===== config.mk =====
export PLATFORM = sky130hd
export DESIGN_NAME = visual_color_resolver_flat
export DESIGN_NICKNAME = d
export VERILOG_FILES = /design/src/rtl/core/vcr_pkg.sv /design/src/rtl/core/vcr_pix_if.sv /design/src/rtl/core/vcr_res_if.sv /design/src/rtl/core/vcr_front.sv /design/src/rtl/core/vcr_rescale.sv /design/src/rtl/core/visual_color_resolver.sv /design/src/flat_wrapper.sv
export SDC_FILE = /design/constraint.sdc
export NUM_CORES = 2
export LEC_CHECK = 0
export ABC_AREA = 1
export BUFFER_PORTS_ARGS = -buffer_cell sky130_fd_sc_hd__buf_4
export CAP_MARGIN = 20
export CORE_MARGIN = 10
export CORE_UTILIZATION = 25
export DETAILED_ROUTE_END_ITERATION = 8
export GPL_TIMING_DRIVEN = 0
export PLACE_DENSITY = 0.48
export SETUP_SLACK_MARGIN = 0.1
export SKIP_CTS_REPAIR_TIMING = 1
export SLEW_MARGIN = 10
export SYNTH_ARGS = -nofsm -noshare
export SYNTH_HDL_FRONTEND = slang
export SYNTH_SLANG_ARGS = --single-unit

===== constraint.sdc =====
create_clock -name i_clk -period 15 [get_ports i_clk]
set_clock_uncertainty 0.05 [all_clocks]
set_input_delay 0 -clock i_clk [delete_from_list [all_inputs] [get_ports i_clk]]
set_output_delay 0 -clock i_clk [all_outputs]
set_load 0.01 [all_outputs]

===== src/rtl/core/vcr_pkg.sv =====
// ----------------------------------------------------------------------------
// vcr_pkg
// Shared constants and types for the visual color resolver.
// ----------------------------------------------------------------------------
package vcr_pkg;

    localparam int CHANNEL_WIDTH = 16;

    // configuration port
    localparam int CFG_IDX_W  = 2;
    localparam int CFG_DATA_W = 6;

    localparam logic [CFG_IDX_W-1:0] CFG_VISUAL_CLASS = 2'd0;
    localparam logic [CFG_IDX_W-1:0] CFG_BITS_PER_RGB = 2'd1;
    localparam logic [CFG_IDX_W-1:0] CFG_PLANE_COUNT  = 2'd2;

    typedef enum logic [2:0] {
        VC_STATIC_GRAY  = 3'd0,
        VC_GRAY_SCALE   = 3'd1,
        VC_STATIC_COLOR = 3'd2,
        VC_PSEUDO_COLOR = 3'd3,
        VC_TRUE_COLOR   = 3'd4,
        VC_DIRECT_COLOR = 3'd5
    } t_visual_class;

    localparam logic [2:0] RST_VISUAL_CLASS = 3'd3;
    localparam logic [4:0] RST_BITS_PER_RGB = 5'd8;
    localparam logic [5:0] RST_PLANE_COUNT  = 6'd24;

    // luma weights, in percent
    localparam int LUMA_WR  = 30;
    localparam int LUMA_WG  = 59;
    localparam int LUMA_WB  = 11;
    localparam int LUMA_DIV = 100;

endpackage


===== src/rtl/core/vcr_pix_if.sv =====
// ----------------------------------------------------------------------------
// vcr_pix_if
// Valid/ready channel carrying one requested RGB triple per item.
// ----------------------------------------------------------------------------
interface vcr_pix_if #(
    parameter int W = vcr_pkg::CHANNEL_WIDTH
) ();
    logic         valid;
    logic         ready;
    logic [W-1:0] red_in;
    logic [W-1:0] green_in;
    logic [W-1:0] blue_in;

    modport source (output valid, output red_in, output green_in, output blue_in,
                    input ready);
    modport sink   (input valid, input red_in, input green_in, input blue_in,
                    output ready);
endinterface


===== src/rtl/core/vcr_res_if.sv =====
// ----------------------------------------------------------------------------
// vcr_res_if
// Valid/ready channel carrying one resolved RGB triple per item.
// ----------------------------------------------------------------------------
interface vcr_res_if #(
    parameter int W = vcr_pkg::CHANNEL_WIDTH
) ();
    logic         valid;
    logic         ready;
    logic [W-1:0] red_out;
    logic [W-1:0] green_out;
    logic [W-1:0] blue_out;
    logic         config_error;

    modport source (output valid, output red_out, output green_out, output blue_out,
                    output config_error, input ready);
    modport sink   (input valid, input red_out, input green_out, input blue_out,
                    input config_error, output ready);
endinterface


===== src/rtl/core/vcr_front.sv =====
// ----------------------------------------------------------------------------
// vcr_front
// Two register stages: weighted RGB sum, then luma by reciprocal multiply.
// ----------------------------------------------------------------------------
module vcr_front #(
    parameter int W = vcr_pkg::CHANNEL_WIDTH
) (
    input  logic         i_clk,
    input  logic         i_en_1,
    input  logic         i_en_2,
    input  logic [W-1:0] i_red,
    input  logic [W-1:0] i_green,
    input  logic [W-1:0] i_blue,
    output logic [W-1:0] o_red,
    output logic [W-1:0] o_green,
    output logic [W-1:0] o_blue,
    output logic [W-1:0] o_luma
);
    // sum < 100 * 2^W; reciprocal exact while sum * error < 2^SHIFT
    localparam int SW    = W + 7;
    localparam int RW    = W + 8;
    localparam int SHIFT = W + 14;
    localparam int PW    = SW + RW;
    localparam logic [RW-1:0] RECIP =
        RW'(((64'd1 << SHIFT) + 64'(vcr_pkg::LUMA_DIV) - 64'd1) / 64'(vcr_pkg::LUMA_DIV));

    logic [W-1:0]  r_red_1, r_green_1, r_blue_1;
    logic [SW-1:0] r_sum;
    logic [SW-1:0] n_sum;
    logic [W-1:0]  r_red_2, r_green_2, r_blue_2;
    logic [W-1:0]  r_luma;
    logic [PW-1:0] prod;

    assign n_sum = SW'(i_red)   * SW'(vcr_pkg::LUMA_WR)
                 + SW'(i_green) * SW'(vcr_pkg::LUMA_WG)
                 + SW'(i_blue)  * SW'(vcr_pkg::LUMA_WB);

    assign prod = PW'(r_sum) * PW'(RECIP);

    always_ff @(posedge i_clk) begin
        if (i_en_1) begin
            r_red_1   <= i_red;
            r_green_1 <= i_green;
            r_blue_1  <= i_blue;
            r_sum     <= n_sum;
        end
        if (i_en_2) begin
            r_red_2   <= r_red_1;
            r_green_2 <= r_green_1;
            r_blue_2  <= r_blue_1;
            r_luma    <= prod[SHIFT +: W];
        end
    end

    assign o_red   = r_red_2;
    assign o_green = r_green_2;
    assign o_blue  = r_blue_2;
    assign o_luma  = r_luma;
endmodule


===== src/rtl/core/vcr_rescale.sv =====
// ----------------------------------------------------------------------------
// vcr_rescale
// Two-stage quantize and full-scale rescale of one channel.
// q * (2^W-1) / (2^b-1) is the b-bit code repeated over W bits, less one
// when the code window that follows is below the code itself.
// ----------------------------------------------------------------------------
module vcr_rescale #(
    parameter int W = vcr_pkg::CHANNEL_WIDTH
) (
    input  logic                   i_clk,
    input  logic                   i_en_a,
    input  logic                   i_en_b,
    input  logic [W-1:0]           i_val,
    input  logic [$clog2(W+1)-1:0] i_bits,
    output logic [W-1:0]           o_val
);
    localparam int BW   = $clog2(W + 1);
    localparam int PW   = 2 * W;
    localparam int NS   = $clog2(PW);
    localparam int HALF = NS / 2;
    localparam int SHW  = BW + NS;

    logic [W-1:0]  mask;
    logic [W-1:0]  n_a;
    logic [PW-1:0] n_rep;
    logic [W-1:0]  r_a;
    logic [PW-1:0] r_rep;
    logic [PW-1:0] rep_b;
    logic [W-1:0]  hi;
    logic [W-1:0]  lo;
    logic [W-1:0]  n_q;
    logic [W-1:0]  r_q;

    // top b bits kept
    assign mask = ~({W{1'b1}} >> i_bits);
    assign n_a  = i_val & mask;

    always_comb begin
        logic [SHW-1:0] sh;
        n_rep = {n_a, W'(0)};
        for (int k = 0; k < HALF; k++) begin
            sh    = SHW'(i_bits) << k;
            n_rep = n_rep | (n_rep >> sh);
        end
    end

    always_comb begin
        logic [SHW-1:0] sh;
        rep_b = r_rep;
        for (int k = HALF; k < NS; k++) begin
            sh    = SHW'(i_bits) << k;
            rep_b = rep_b | (rep_b >> sh);
        end
    end

    assign hi  = rep_b[PW-1:W];
    assign lo  = rep_b[W-1:0] & mask;
    assign n_q = (lo < r_a) ? hi - W'(1) : hi;

    always_ff @(posedge i_clk) begin
        if (i_en_a) begin
            r_a   <= n_a;
            r_rep <= n_rep;
        end
        if (i_en_b) begin
            r_q <= n_q;
        end
    end

    assign o_val = r_q;
endmodule


===== src/rtl/core/visual_color_resolver.sv =====
// ----------------------------------------------------------------------------
// visual_color_resolver
// Resolve an RGB triple to the nearest color of the configured visual and
// rescale each channel to full range.
// ----------------------------------------------------------------------------
// Usage:
//   i_pix carries one requested triple per item, o_res one resolved triple
//   plus config_error per item; both are valid/ready channels.
//   Configure through i_cfg_we/i_cfg_idx/i_cfg_data only while the block is
//   idle: 0 visual class, 1 bits per RGB, 2 plane count.
// Pipeline: four register stages (sum, luma divide, replicate first half,
//   replicate second half and correct); items pass through them
//   in order before o_res.valid rises.
// Throughput: one item per cycle while unstalled; one item per stage.
// Stall: while o_res.ready is low the output stage holds; earlier stages keep
//   filling bubbles, and i_pix.ready drops only once every stage is full.
// Reset: all valid bits clear, config registers return to pseudo color,
//   8 bits per channel, 24 planes.
// config_error rises (static/true color, unused codes) when the blue width
//   plane_count - 2*bits lies outside 1..CHANNEL_WIDTH; blue is then 0.
// ----------------------------------------------------------------------------
module visual_color_resolver #(
    parameter int CHANNEL_WIDTH = vcr_pkg::CHANNEL_WIDTH
) (
    input  logic                            i_clk,
    input  logic                            i_rst_n,
    input  logic                            i_cfg_we,
    input  logic [vcr_pkg::CFG_IDX_W-1:0]   i_cfg_idx,
    input  logic [vcr_pkg::CFG_DATA_W-1:0]  i_cfg_data,
    vcr_pix_if.sink                         i_pix,
    vcr_res_if.source                       o_res
);
    localparam int W  = CHANNEL_WIDTH;
    localparam int BW = $clog2(W + 1);
    localparam int NSTG = 4;

    // ---------------- configuration registers ----------------
    logic [2:0] r_visual_class;
    logic [4:0] r_bits_per_rgb;
    logic [5:0] r_plane_count;

    always_ff @(posedge i_clk) begin
        if (!i_rst_n) begin
            r_visual_class <= vcr_pkg::RST_VISUAL_CLASS;
            r_bits_per_rgb <= vcr_pkg::RST_BITS_PER_RGB;
            r_plane_count  <= vcr_pkg::RST_PLANE_COUNT;
        end else if (i_cfg_we) begin
            unique case (i_cfg_idx)
                vcr_pkg::CFG_VISUAL_CLASS: r_visual_class <= i_cfg_data[2:0];
                vcr_pkg::CFG_BITS_PER_RGB: r_bits_per_rgb <= i_cfg_data[4:0];
                vcr_pkg::CFG_PLANE_COUNT:  r_plane_count  <= i_cfg_data;
                default: ;  // unknown index: drop the write
            endcase
        end
    end

    // ---------------- derived configuration ----------------
    // Users hold config static with items in flight (unchecked); decode once.
    logic              is_gray;
    logic              is_pseudo;
    logic [BW-1:0]     w_eff;
    logic signed [7:0] blue_w;
    logic              blue_bad;
    logic              cfg_err;
    logic [BW-1:0]     blue_bits;

    always_comb begin
        is_gray   = 1'b0;
        is_pseudo = 1'b0;
        unique case (r_visual_class) inside
            vcr_pkg::VC_STATIC_GRAY,
            vcr_pkg::VC_GRAY_SCALE:   is_gray   = 1'b1;
            vcr_pkg::VC_PSEUDO_COLOR,
            vcr_pkg::VC_DIRECT_COLOR: is_pseudo = 1'b1;
            default: ;  // static/true color and unused codes split blue off
        endcase
    end

    // clamp bits per channel to 1..W
    always_comb begin
        if (r_bits_per_rgb == 5'd0) begin
            w_eff = BW'(1);
        end else if (6'(r_bits_per_rgb) > 6'(W)) begin
            w_eff = BW'(W);
        end else begin
            w_eff = BW'(r_bits_per_rgb);
        end
    end

    assign blue_w    = $signed(8'(r_plane_count)) - $signed(8'(w_eff) << 1);
    assign blue_bad  = (blue_w < 8'sd1) || (blue_w > $signed(8'(W)));
    assign cfg_err   = !is_gray && !is_pseudo && blue_bad;
    // a bad blue width still feeds a legal width; the result is zeroed later
    assign blue_bits = (is_gray || is_pseudo || blue_bad) ? w_eff : BW'(blue_w);

    // ---------------- pipeline control ----------------
    // Each stage loads when empty or when the stage after it moves.
    logic [NSTG-1:0] r_vld;
    logic [NSTG-1:0] en;

    always_comb begin
        en[NSTG-1] = !r_vld[NSTG-1] || o_res.ready;
        for (int s = NSTG - 2; s >= 0; s--) begin
            en[s] = !r_vld[s] || en[s+1];
        end
    end

    assign i_pix.ready = en[0];

    always_ff @(posedge i_clk) begin
        if (!i_rst_n) begin
            r_vld <= '0;
        end else begin
            if (en[0]) begin
                r_vld[0] <= i_pix.valid;
            end
            for (int s = 1; s < NSTG; s++) begin
                if (en[s]) begin
                    r_vld[s] <= r_vld[s-1];
                end
            end
        end
    end

    // ---------------- datapath ----------------
    logic [W-1:0] f_red, f_green, f_blue, f_luma;
    logic [W-1:0] sel_red, sel_green, sel_blue;
    logic [W-1:0] q_red, q_green, q_blue;

    vcr_front #(.W(W)) u_front (
        .i_clk   (i_clk),
        .i_en_1  (en[0]),
        .i_en_2  (en[1]),
        .i_red   (i_pix.red_in),
        .i_green (i_pix.green_in),
        .i_blue  (i_pix.blue_in),
        .o_red   (f_red),
        .o_green (f_green),
        .o_blue  (f_blue),
        .o_luma  (f_luma)
    );

    // gray visuals quantize the luma on all three channels
    assign sel_red   = is_gray ? f_luma : f_red;
    assign sel_green = is_gray ? f_luma : f_green;
    assign sel_blue  = is_gray ? f_luma : f_blue;

    vcr_rescale #(.W(W)) u_rescale_r (
        .i_clk  (i_clk),
        .i_en_a (en[2]),
        .i_en_b (en[3]),
        .i_val  (sel_red),
        .i_bits (w_eff),
        .o_val  (q_red)
    );

    vcr_rescale #(.W(W)) u_rescale_g (
        .i_clk  (i_clk),
        .i_en_a (en[2]),
        .i_en_b (en[3]),
        .i_val  (sel_green),
        .i_bits (w_eff),
        .o_val  (q_green)
    );

    vcr_rescale #(.W(W)) u_rescale_b (
        .i_clk  (i_clk),
        .i_en_a (en[2]),
        .i_en_b (en[3]),
        .i_val  (sel_blue),
        .i_bits (blue_bits),
        .o_val  (q_blue)
    );

    assign o_res.valid        = r_vld[NSTG-1];
    assign o_res.red_out      = q_red;
    assign o_res.green_out    = q_green;
    assign o_res.blue_out     = cfg_err ? '0 : q_blue;
    assign o_res.config_error = cfg_err;

    // ---------------- assertions ----------------
    a_err_blue_zero: assert property (@(posedge i_clk) disable iff (!i_rst_n)
        o_res.valid && o_res.config_error |-> o_res.blue_out == '0)
        else $error("config_error with nonzero blue");

    a_gray_equal: assert property (@(posedge i_clk) disable iff (!i_rst_n)
        o_res.valid && (r_visual_class == vcr_pkg::VC_STATIC_GRAY ||
                        r_visual_class == vcr_pkg::VC_GRAY_SCALE)
        |-> o_res.red_out == o_res.green_out && o_res.green_out == o_res.blue_out)
        else $error("gray result channels differ");

    a_accept_enters: assert property (@(posedge i_clk) disable iff (!i_rst_n)
        i_pix.valid && i_pix.ready |=> r_vld[0])
        else $error("accepted item missing from first stage");

    a_stall_holds: assert property (@(posedge i_clk) disable iff (!i_rst_n)
        r_vld[NSTG-1] && !o_res.ready |=> r_vld[NSTG-1])
        else $error("output item dropped under stall");
endmodule

===== src/flat_wrapper.sv =====
// flat-port wrapper written by rule: the top's interface ports become plain ports
module visual_color_resolver_flat 
#(
    parameter int CHANNEL_WIDTH = vcr_pkg::CHANNEL_WIDTH
)
  (i_clk, i_rst_n, i_cfg_we, i_cfg_idx, i_cfg_data, i_pix_valid, i_pix_red_in, i_pix_green_in, i_pix_blue_in, i_pix_ready, o_res_valid, o_res_red_out, o_res_green_out, o_res_blue_out, o_res_config_error, o_res_ready);
  vcr_pix_if i_pix_i ();
  vcr_res_if o_res_i ();
  input  logic i_clk;
  input  logic i_rst_n;
  input  logic i_cfg_we;
  input  logic [vcr_pkg::CFG_IDX_W-1:0] i_cfg_idx;
  input  logic [vcr_pkg::CFG_DATA_W-1:0] i_cfg_data;
  input wire logic [$bits(i_pix_i.valid)-1:0] i_pix_valid;
  input wire logic [$bits(i_pix_i.red_in)-1:0] i_pix_red_in;
  input wire logic [$bits(i_pix_i.green_in)-1:0] i_pix_green_in;
  input wire logic [$bits(i_pix_i.blue_in)-1:0] i_pix_blue_in;
  output wire logic [$bits(i_pix_i.ready)-1:0] i_pix_ready;
  output wire logic [$bits(o_res_i.valid)-1:0] o_res_valid;
  output wire logic [$bits(o_res_i.red_out)-1:0] o_res_red_out;
  output wire logic [$bits(o_res_i.green_out)-1:0] o_res_green_out;
  output wire logic [$bits(o_res_i.blue_out)-1:0] o_res_blue_out;
  output wire logic [$bits(o_res_i.config_error)-1:0] o_res_config_error;
  input wire logic [$bits(o_res_i.ready)-1:0] o_res_ready;
  assign i_pix_i.valid = i_pix_valid;
  assign i_pix_i.red_in = i_pix_red_in;
  assign i_pix_i.green_in = i_pix_green_in;
  assign i_pix_i.blue_in = i_pix_blue_in;
  assign i_pix_ready = i_pix_i.ready;
  assign o_res_valid = o_res_i.valid;
  assign o_res_red_out = o_res_i.red_out;
  assign o_res_green_out = o_res_i.green_out;
  assign o_res_blue_out = o_res_i.blue_out;
  assign o_res_config_error = o_res_i.config_error;
  assign o_res_i.ready = o_res_ready;
  visual_color_resolver #(.CHANNEL_WIDTH(CHANNEL_WIDTH)) u_core (.i_clk(i_clk), .i_rst_n(i_rst_n), .i_cfg_we(i_cfg_we), .i_cfg_idx(i_cfg_idx), .i_cfg_data(i_cfg_data), .i_pix(i_pix_i), .o_res(o_res_i));
endmodule

* After elaboration in Yosys (flattened, before gate mapping)
Cells that the tools add are included.
Storage, ports and cells: logic and storage cells 120, bits of input ports 61, register bits 345
Cells by class: $mul 4, bitwise gates (word level) 23, $add $sub $neg 6, $lt $le $gt $ge 6, equal/unequal tests 5, shifts and indexed selects 17, muxes and demuxes 12, reduce and logical (&&, ||, !) cells 23
Operators with widths (number):
- bitwise OR 32 bit | 15
- two-way mux 16 bit | 7
- AND 16 bit | 6
- >> shifter 32 x 5 -> 32 bit | 3
- >> shifter 32 x 6 -> 32 bit | 3
- >> shifter 32 x 7 -> 32 bit | 3
- >> shifter 32 x 8 -> 32 bit | 3
- >> shifter 32 x 9 -> 32 bit | 3
- less-than comparator 16 bit | 3
- subtractor 16 x 1 -> 16 bit, second input constant | 3
- multiplier 23 x 24 -> 46 bit, second input constant | 1
- multiplier 16 x 4 -> 20 bit, second input constant | 2
- NOT 16 bit | 2
- >> shifter 16 x 5 -> 16 bit, first input constant | 2
- adder 21 x 22 -> 23 bit | 1
- adder 23 x 20 -> 23 bit | 1
- multiplier 16 x 6 -> 22 bit, second input constant | 1
- two-way mux 5 bit | 3
- > comparator 8 x 6 -> 1 bit, second input constant | 1
- less-than comparator 8 x 2 -> 1 bit, second input constant | 1
- logical OR 1 bit | 7
- subtractor 6 x 6 -> 7 bit | 1
- logical NOT 1 bit | 6
- AND reduction 2 bit | 3
- other kinds (12) | 15

* Longest topological paths before layout
word-level depth 17, gate-level depth with buffers 46, depth with buffers taken out 40

* Modules after synthesis
Synthesis repeated with hierarchy kept, for this count alone.
Second synthesis, totals: cell total of the unflattened synthesis 5828, area, all modules 43550.5 µm²
By module, submodules not included:
- vcr_front | area each 21117.8 µm², instances 1, sequential area each 4053.9 µm², cells each 2307
- vcr_rescale at u_core.u_rescale_r | area each 6890.4 µm², instances 1, sequential area each 1921.8 µm², cells each 1068
- vcr_rescale at u_core.u_rescale_g | area each 6877.8 µm², instances 1, sequential area each 1921.8 µm², cells each 1068
- vcr_rescale at u_core.u_rescale_b | area each 6812.8 µm², instances 1, sequential area each 1921.8 µm², cells each 1069
- visual_color_resolver | area each 1851.8 µm², instances 1, sequential area each 360.3 µm², cells each 316

* Worst setup path after synthesis
No wires, ideal clock.
path kind register -> register, start register u_core.r_vld[3], end register u_core.u_front.r_blue_1[0], enable pin, arrival time 6317 ps, library setup time 435 ps, path slack 8198 ps, data required time 14515 ps, stages on the path, launching flop included 8, cell sequence dfxtp_1 -> inv_1 -> nor2_1 -> inv_1 -> nor2_1 -> inv_1 -> nor2_1 -> nand2_1
Between the ends: word-level cells in the longest chain between the ends 5
RTL lines:
- start: declaration | RTL line visual_color_resolver.sv:98 | logic [NSTG-1:0] r_vld;
- start signal: indexed assignment | RTL line visual_color_resolver.sv:119 | r_vld[s] <= r_vld[s-1];
- logical NOT 1 bit | RTL line visual_color_resolver.sv:102 | en[NSTG-1] = !r_vld[NSTG-1] || o_res.ready;
- logical OR 1 bit | RTL line visual_color_resolver.sv:102
- named net u_core.u_rescale_b.i_en_b | RTL line vcr_rescale.sv:12 | input logic i_en_b,
- logical OR 1 bit | RTL line visual_color_resolver.sv:104 | en[s] = !r_vld[s] || en[s+1];
- named net u_core.u_rescale_b.i_en_a | RTL line vcr_rescale.sv:11 | input logic i_en_a,
- logical OR 1 bit (2 in series) | RTL line visual_color_resolver.sv:104
- named net i_pix_ready | RTL line flat_wrapper.sv:18 | output wire logic [$bits(i_pix_i.ready)-1:0] i_pix_ready;
- end signal: assignment | RTL line vcr_front.sv:44 | r_blue_1 <= i_blue;
- end: declaration | RTL line vcr_front.sv:27 | logic [W-1:0] r_red_1, r_green_1, r_blue_1;
The timed path passes the listed nets, and every way through them passes these cells. A chain may end at the register's enable or synchronous reset.

* Worst setup path after layout
start register u_core.r_bits_per_rgb[1], end register u_core.u_rescale_b.r_q[5] (netlist: u_core.u_rescale_b.o_val[5]) (data pin)
Between the ends: word-level cells in the longest chain between the ends 17, elaborated cells between the ends (all ways) 22, classes of those cells add/sub: 2; order compare: 4; shift: 4; mux: 4; bitwise: 5; reduce/logical: 3
RTL lines:
- start: declaration | RTL line visual_color_resolver.sv:39 | logic [4:0] r_bits_per_rgb;
- start signal: assignment | RTL line visual_color_resolver.sv:45 | r_bits_per_rgb <= vcr_pkg::RST_BITS_PER_RGB;
- start signal: assignment | RTL line visual_color_resolver.sv:50 | vcr_pkg::CFG_BITS_PER_RGB: r_bits_per_rgb <= i_cfg_data[4:0];
- > comparator 5 bit | RTL line visual_color_resolver.sv:83 | end else if (6'(r_bits_per_rgb) > 6'(W)) begin
- two-way mux 5 bit | RTL line visual_color_resolver.sv:83
- two-way mux 5 bit (*) | RTL line visual_color_resolver.sv:81 | if (r_bits_per_rgb == 5'd0) begin
- subtractor 6 x 6 -> 7 bit | RTL line visual_color_resolver.sv:90 | assign blue_w = $signed(8'(r_plane_count)) - $signed(8'(w_eff) << 1);
- less-than comparator 8 x 2 -> 1 bit or > comparator 8 x 6 -> 1 bit (tied branches) | RTL line visual_color_resolver.sv:91 | assign blue_bad = (blue_w < 8'sd1) || (blue_w > $signed(8'(W)));
- logical OR 1 bit | RTL line visual_color_resolver.sv:91
- logical OR 1 bit | RTL line visual_color_resolver.sv:94 | assign blue_bits = (is_gray || is_pseudo || blue_bad) ? w_eff : BW'(blue_w);
- two-way mux 5 bit (*) | RTL line visual_color_resolver.sv:94
- [... 2 more ...]
- >> shifter 32 x 8 -> 32 bit | RTL line vcr_rescale.sv:52 | rep_b = rep_b | (rep_b >> sh);
- bitwise OR 32 bit | RTL line vcr_rescale.sv:52
- >> shifter 32 x 9 -> 32 bit | RTL line vcr_rescale.sv:52
- bitwise OR 32 bit | RTL line vcr_rescale.sv:52
- AND 16 bit | RTL line vcr_rescale.sv:57 | assign lo = rep_b[W-1:0] & mask;
- less-than comparator 16 bit | RTL line vcr_rescale.sv:58 | assign n_q = (lo < r_a) ? hi - W'(1) : hi;
- two-way mux 16 bit (*) | RTL line vcr_rescale.sv:58
- named net u_core.u_rescale_b.n_q[5] | RTL line vcr_rescale.sv:31 | logic [W-1:0] n_q;
- end signal: assignment | RTL line vcr_rescale.sv:66 | r_q <= n_q;
- end: declaration | RTL line vcr_rescale.sv:32 | logic [W-1:0] r_q;
Mark *: on every way through the listed nets, which the timed path passes. The rest lies on a longest branch.

==> results.tsv <==
metric	value	unit
yosys warns	0	
Slew Limit Fails	0	
Max-Cap Viols	0	
port bufs	111	
final net count	5748	
post-layout minimum cycle time	10.54	ns
top_reg_cell synth	edfxtp_1	
met2 Use GR	0.3083	
largest net degree at the start of global routing	93	
die extent in x	413.3	um
Data required, critical path	15.42	ns
core area	153900	sq um
Synth Area per Inst	8.178	sq um
wire per inst	23.82	um
Top delay family on crit path	buffers and inverters	
met3 Use GR	0.03607	
failing checks	hold timing	
Fin. Hold Viols	2	
H-tree levels	2	
GR Util met1	0.2540	
clock buffer depth	3	
commonest non-fill, non-tap cell in the layout	inv_1	
vias in the first global route	34663	
Crit path buffers/inverters	14	
Root Buffer	clkbuf_16	
die height	413.3	um
initial antenna violation count	9	
first-pass GRT wire length	242500	um
CP max stage delay	0.98	ns
crit start category	register	
fmax	94.85	MHz
Clk pin slew, worst setup/hold paths	0.06	ns
clock latency on the worst-skew pair	0.63	ns
grt peak-use layer	met2	
CTS tree	done	
GRT overflow	0	
# IOs	112	
GP Congestion	0.9909	
type of the tightest min-delay check	in2reg	
die area	170800	sq um
CP max FO	10	
Synth-to-Final Area Change	15.09	%
TNS Setup	0	ns
EDFF count, synth	327	
post-synth design cell area	38660	sq um
Residual DRC	0	
#FFs+latches synth	345	
DR vias/cell	4.951	
most frequent cells in the layout	859 x inv_1, 852 x nand2_1, 384 x ha_1	
most frequent CP cell	buf_2	
RSZ-0062 raised after global routing	no	
worst hold slack	-0.02140	ns
post-synthesis cell count	4728	
drt first pass iters	6	
DR vias	34924	
Worst Setup End Kind	register	
cts bufs inserted	47	
clock sink count	345	
Worst Path Class, Setup	reg2reg	
post-synth net total	5505	
Rows	144	
CP max stage cell	buf_1	
Synth cell types	72	
FILL cells	16727	
# setup viols final	0	
initial drt markers	3340	
hpwl dp	136100	um
outcome	complete, but fails checks	
async set-reset flop share out of synthesis	0	
fraction of layout cells with a size suffix above 1	0.07308	
final period utilization	0.7029	
Antenna Nets Post-Route	0	
overall routing resource usage	0.1920	
Seq/Total Area, Yosys	0.2633	
initial core utilization	0.2513	
worst slew margin relative to its limit	0.1599	
Final Routed Wirelength	168000	um
worst-margin pin slew	1.260	ns
WP data arrival	10.96	ns
==> worst register-to-register path, delay by kind of cell (launching register included) <==
family / cells / cell delay, ns
buffers and inverters: 14 / 6.27
AND/OR/NAND/NOR: 11 / 1.28
AO/OA/AOI/OAI: 6 / 1.76
adder cells (fa/ha/maj): 2 / 0.72
flip-flops: 1 / 0.29
==> routing by layer <==
metal / vias to the layer above / wire (um)
met4: 6 / 7544
li1: 16052 / -
met2: 1524 / 75950
met5: - / 31
met3: 379 / 12420
met1: 16963 / 72050
==> final cells by class <==
cell class	count	area, sq um	area share
flip-flops and latches	345	10180	0.2288
clock buffers	61	1313	0.02949
well taps	2044	2557	0.05747
diodes	2	5.005	0.0001125
multi-input cells	3318	24370	0.5477
plain buffers	170	760.7	0.01709
clock inverters	25	200.2	0.004499
repair buffers	194	1734	0.03897
inverters	895	3377	0.07589
==> final timing paths <==
kind,start,end,slack [ns],cells after the start
worst max register to register,u_core.r_bits_per_rgb[1],u_core.u_rescale_b.o_val[5],4.46,33
worst max-delay path,u_core.r_bits_per_rgb[1],u_core.u_rescale_b.o_val[5],4.46,33
worst min register to register,u_core.u_front.r_green_1[5],u_core.u_front.o_green[5],0.36,0
worst min-delay path,i_cfg_we,u_core.r_plane_count[2],-0.02,5
==> flip-flops by register name, indices dropped and copies added, names as in the netlist, 23 cells and up <==
| register | flops |
|---|---|
| u_core.u_rescale_b.r_rep | 32 |
| u_core.u_rescale_g.r_rep | 32 |
| u_core.u_rescale_r.r_rep | 32 |
| u_core.u_front.r_sum | 23 |
==> cells by family (layout without fill, tap and decap cells) <==
| family | after synthesis | in the layout | synth area share |
|---|---|---|---|
| other cells | 0 | 2 | 0 |
| flops | 345 | 345 | 0.2633 |
| fa+ha+maj | 716 | 716 | 0.2962 |
| compound gates | 873 | 873 | 0.1314 |
| buf+inv | 1065 | 1345 | 0.1068 |
| mux | 8 | 8 | 0.002071 |
| simple gates | 1623 | 1623 | 0.1782 |
| xor+xnor | 98 | 98 | 0.02220 |
==> synth_stat cells, types with 18 or more instances <==
library cell	count	area share
inv_1	862	0.084
nand2_1	853	0.083
ha_1	384	0.12
nor2_1	341	0.033
fa_1	332	0.17
edfxtp_1	327	0.25
nand3_1	302	0.039
o21ai_0	299	0.039
a21oi_1	216	0.028
clkbuf_1	80	0.0078
xor2_1	80	0.018
o21ai_1	77	0.010
o211ai_1	52	0.010
o22ai_1	46	0.0074
buf_2	44	0.0057
a31oi_1	37	0.0060
buf_1	34	0.0033
inv_2	28	0.0027
nor3_1	23	0.0030
nand4_1	21	0.0034
nor2_2	21	0.0034
nand2_2	20	0.0032
o21bai_1	19	0.0037
dfxtp_1	18	0.0093
xnor2_1	18	0.0041
==> per-stage QoR <==
stage	hold WS, ns	area, sq um	instances	setup WS [ns]	utilization
6_report	-0.02140	44500	7054	4.457	0.2892
5_1_grt	0.02529	44500	7052	4.182	0.2892
4_1_cts	-0.4767	43750	6978	4.747	0.2844
3_5_place_dp	0.1884	42240	6892	4.791	0.2745
3_3_place_gp	0.1894	42060	6883	3.361	0.2733
2_1_floorplan	0.04887	38660	4728	8.198	-
Power is not shown: default switching activity piles up to over one toggle a cycle in this logic, so the estimate is an artifact.
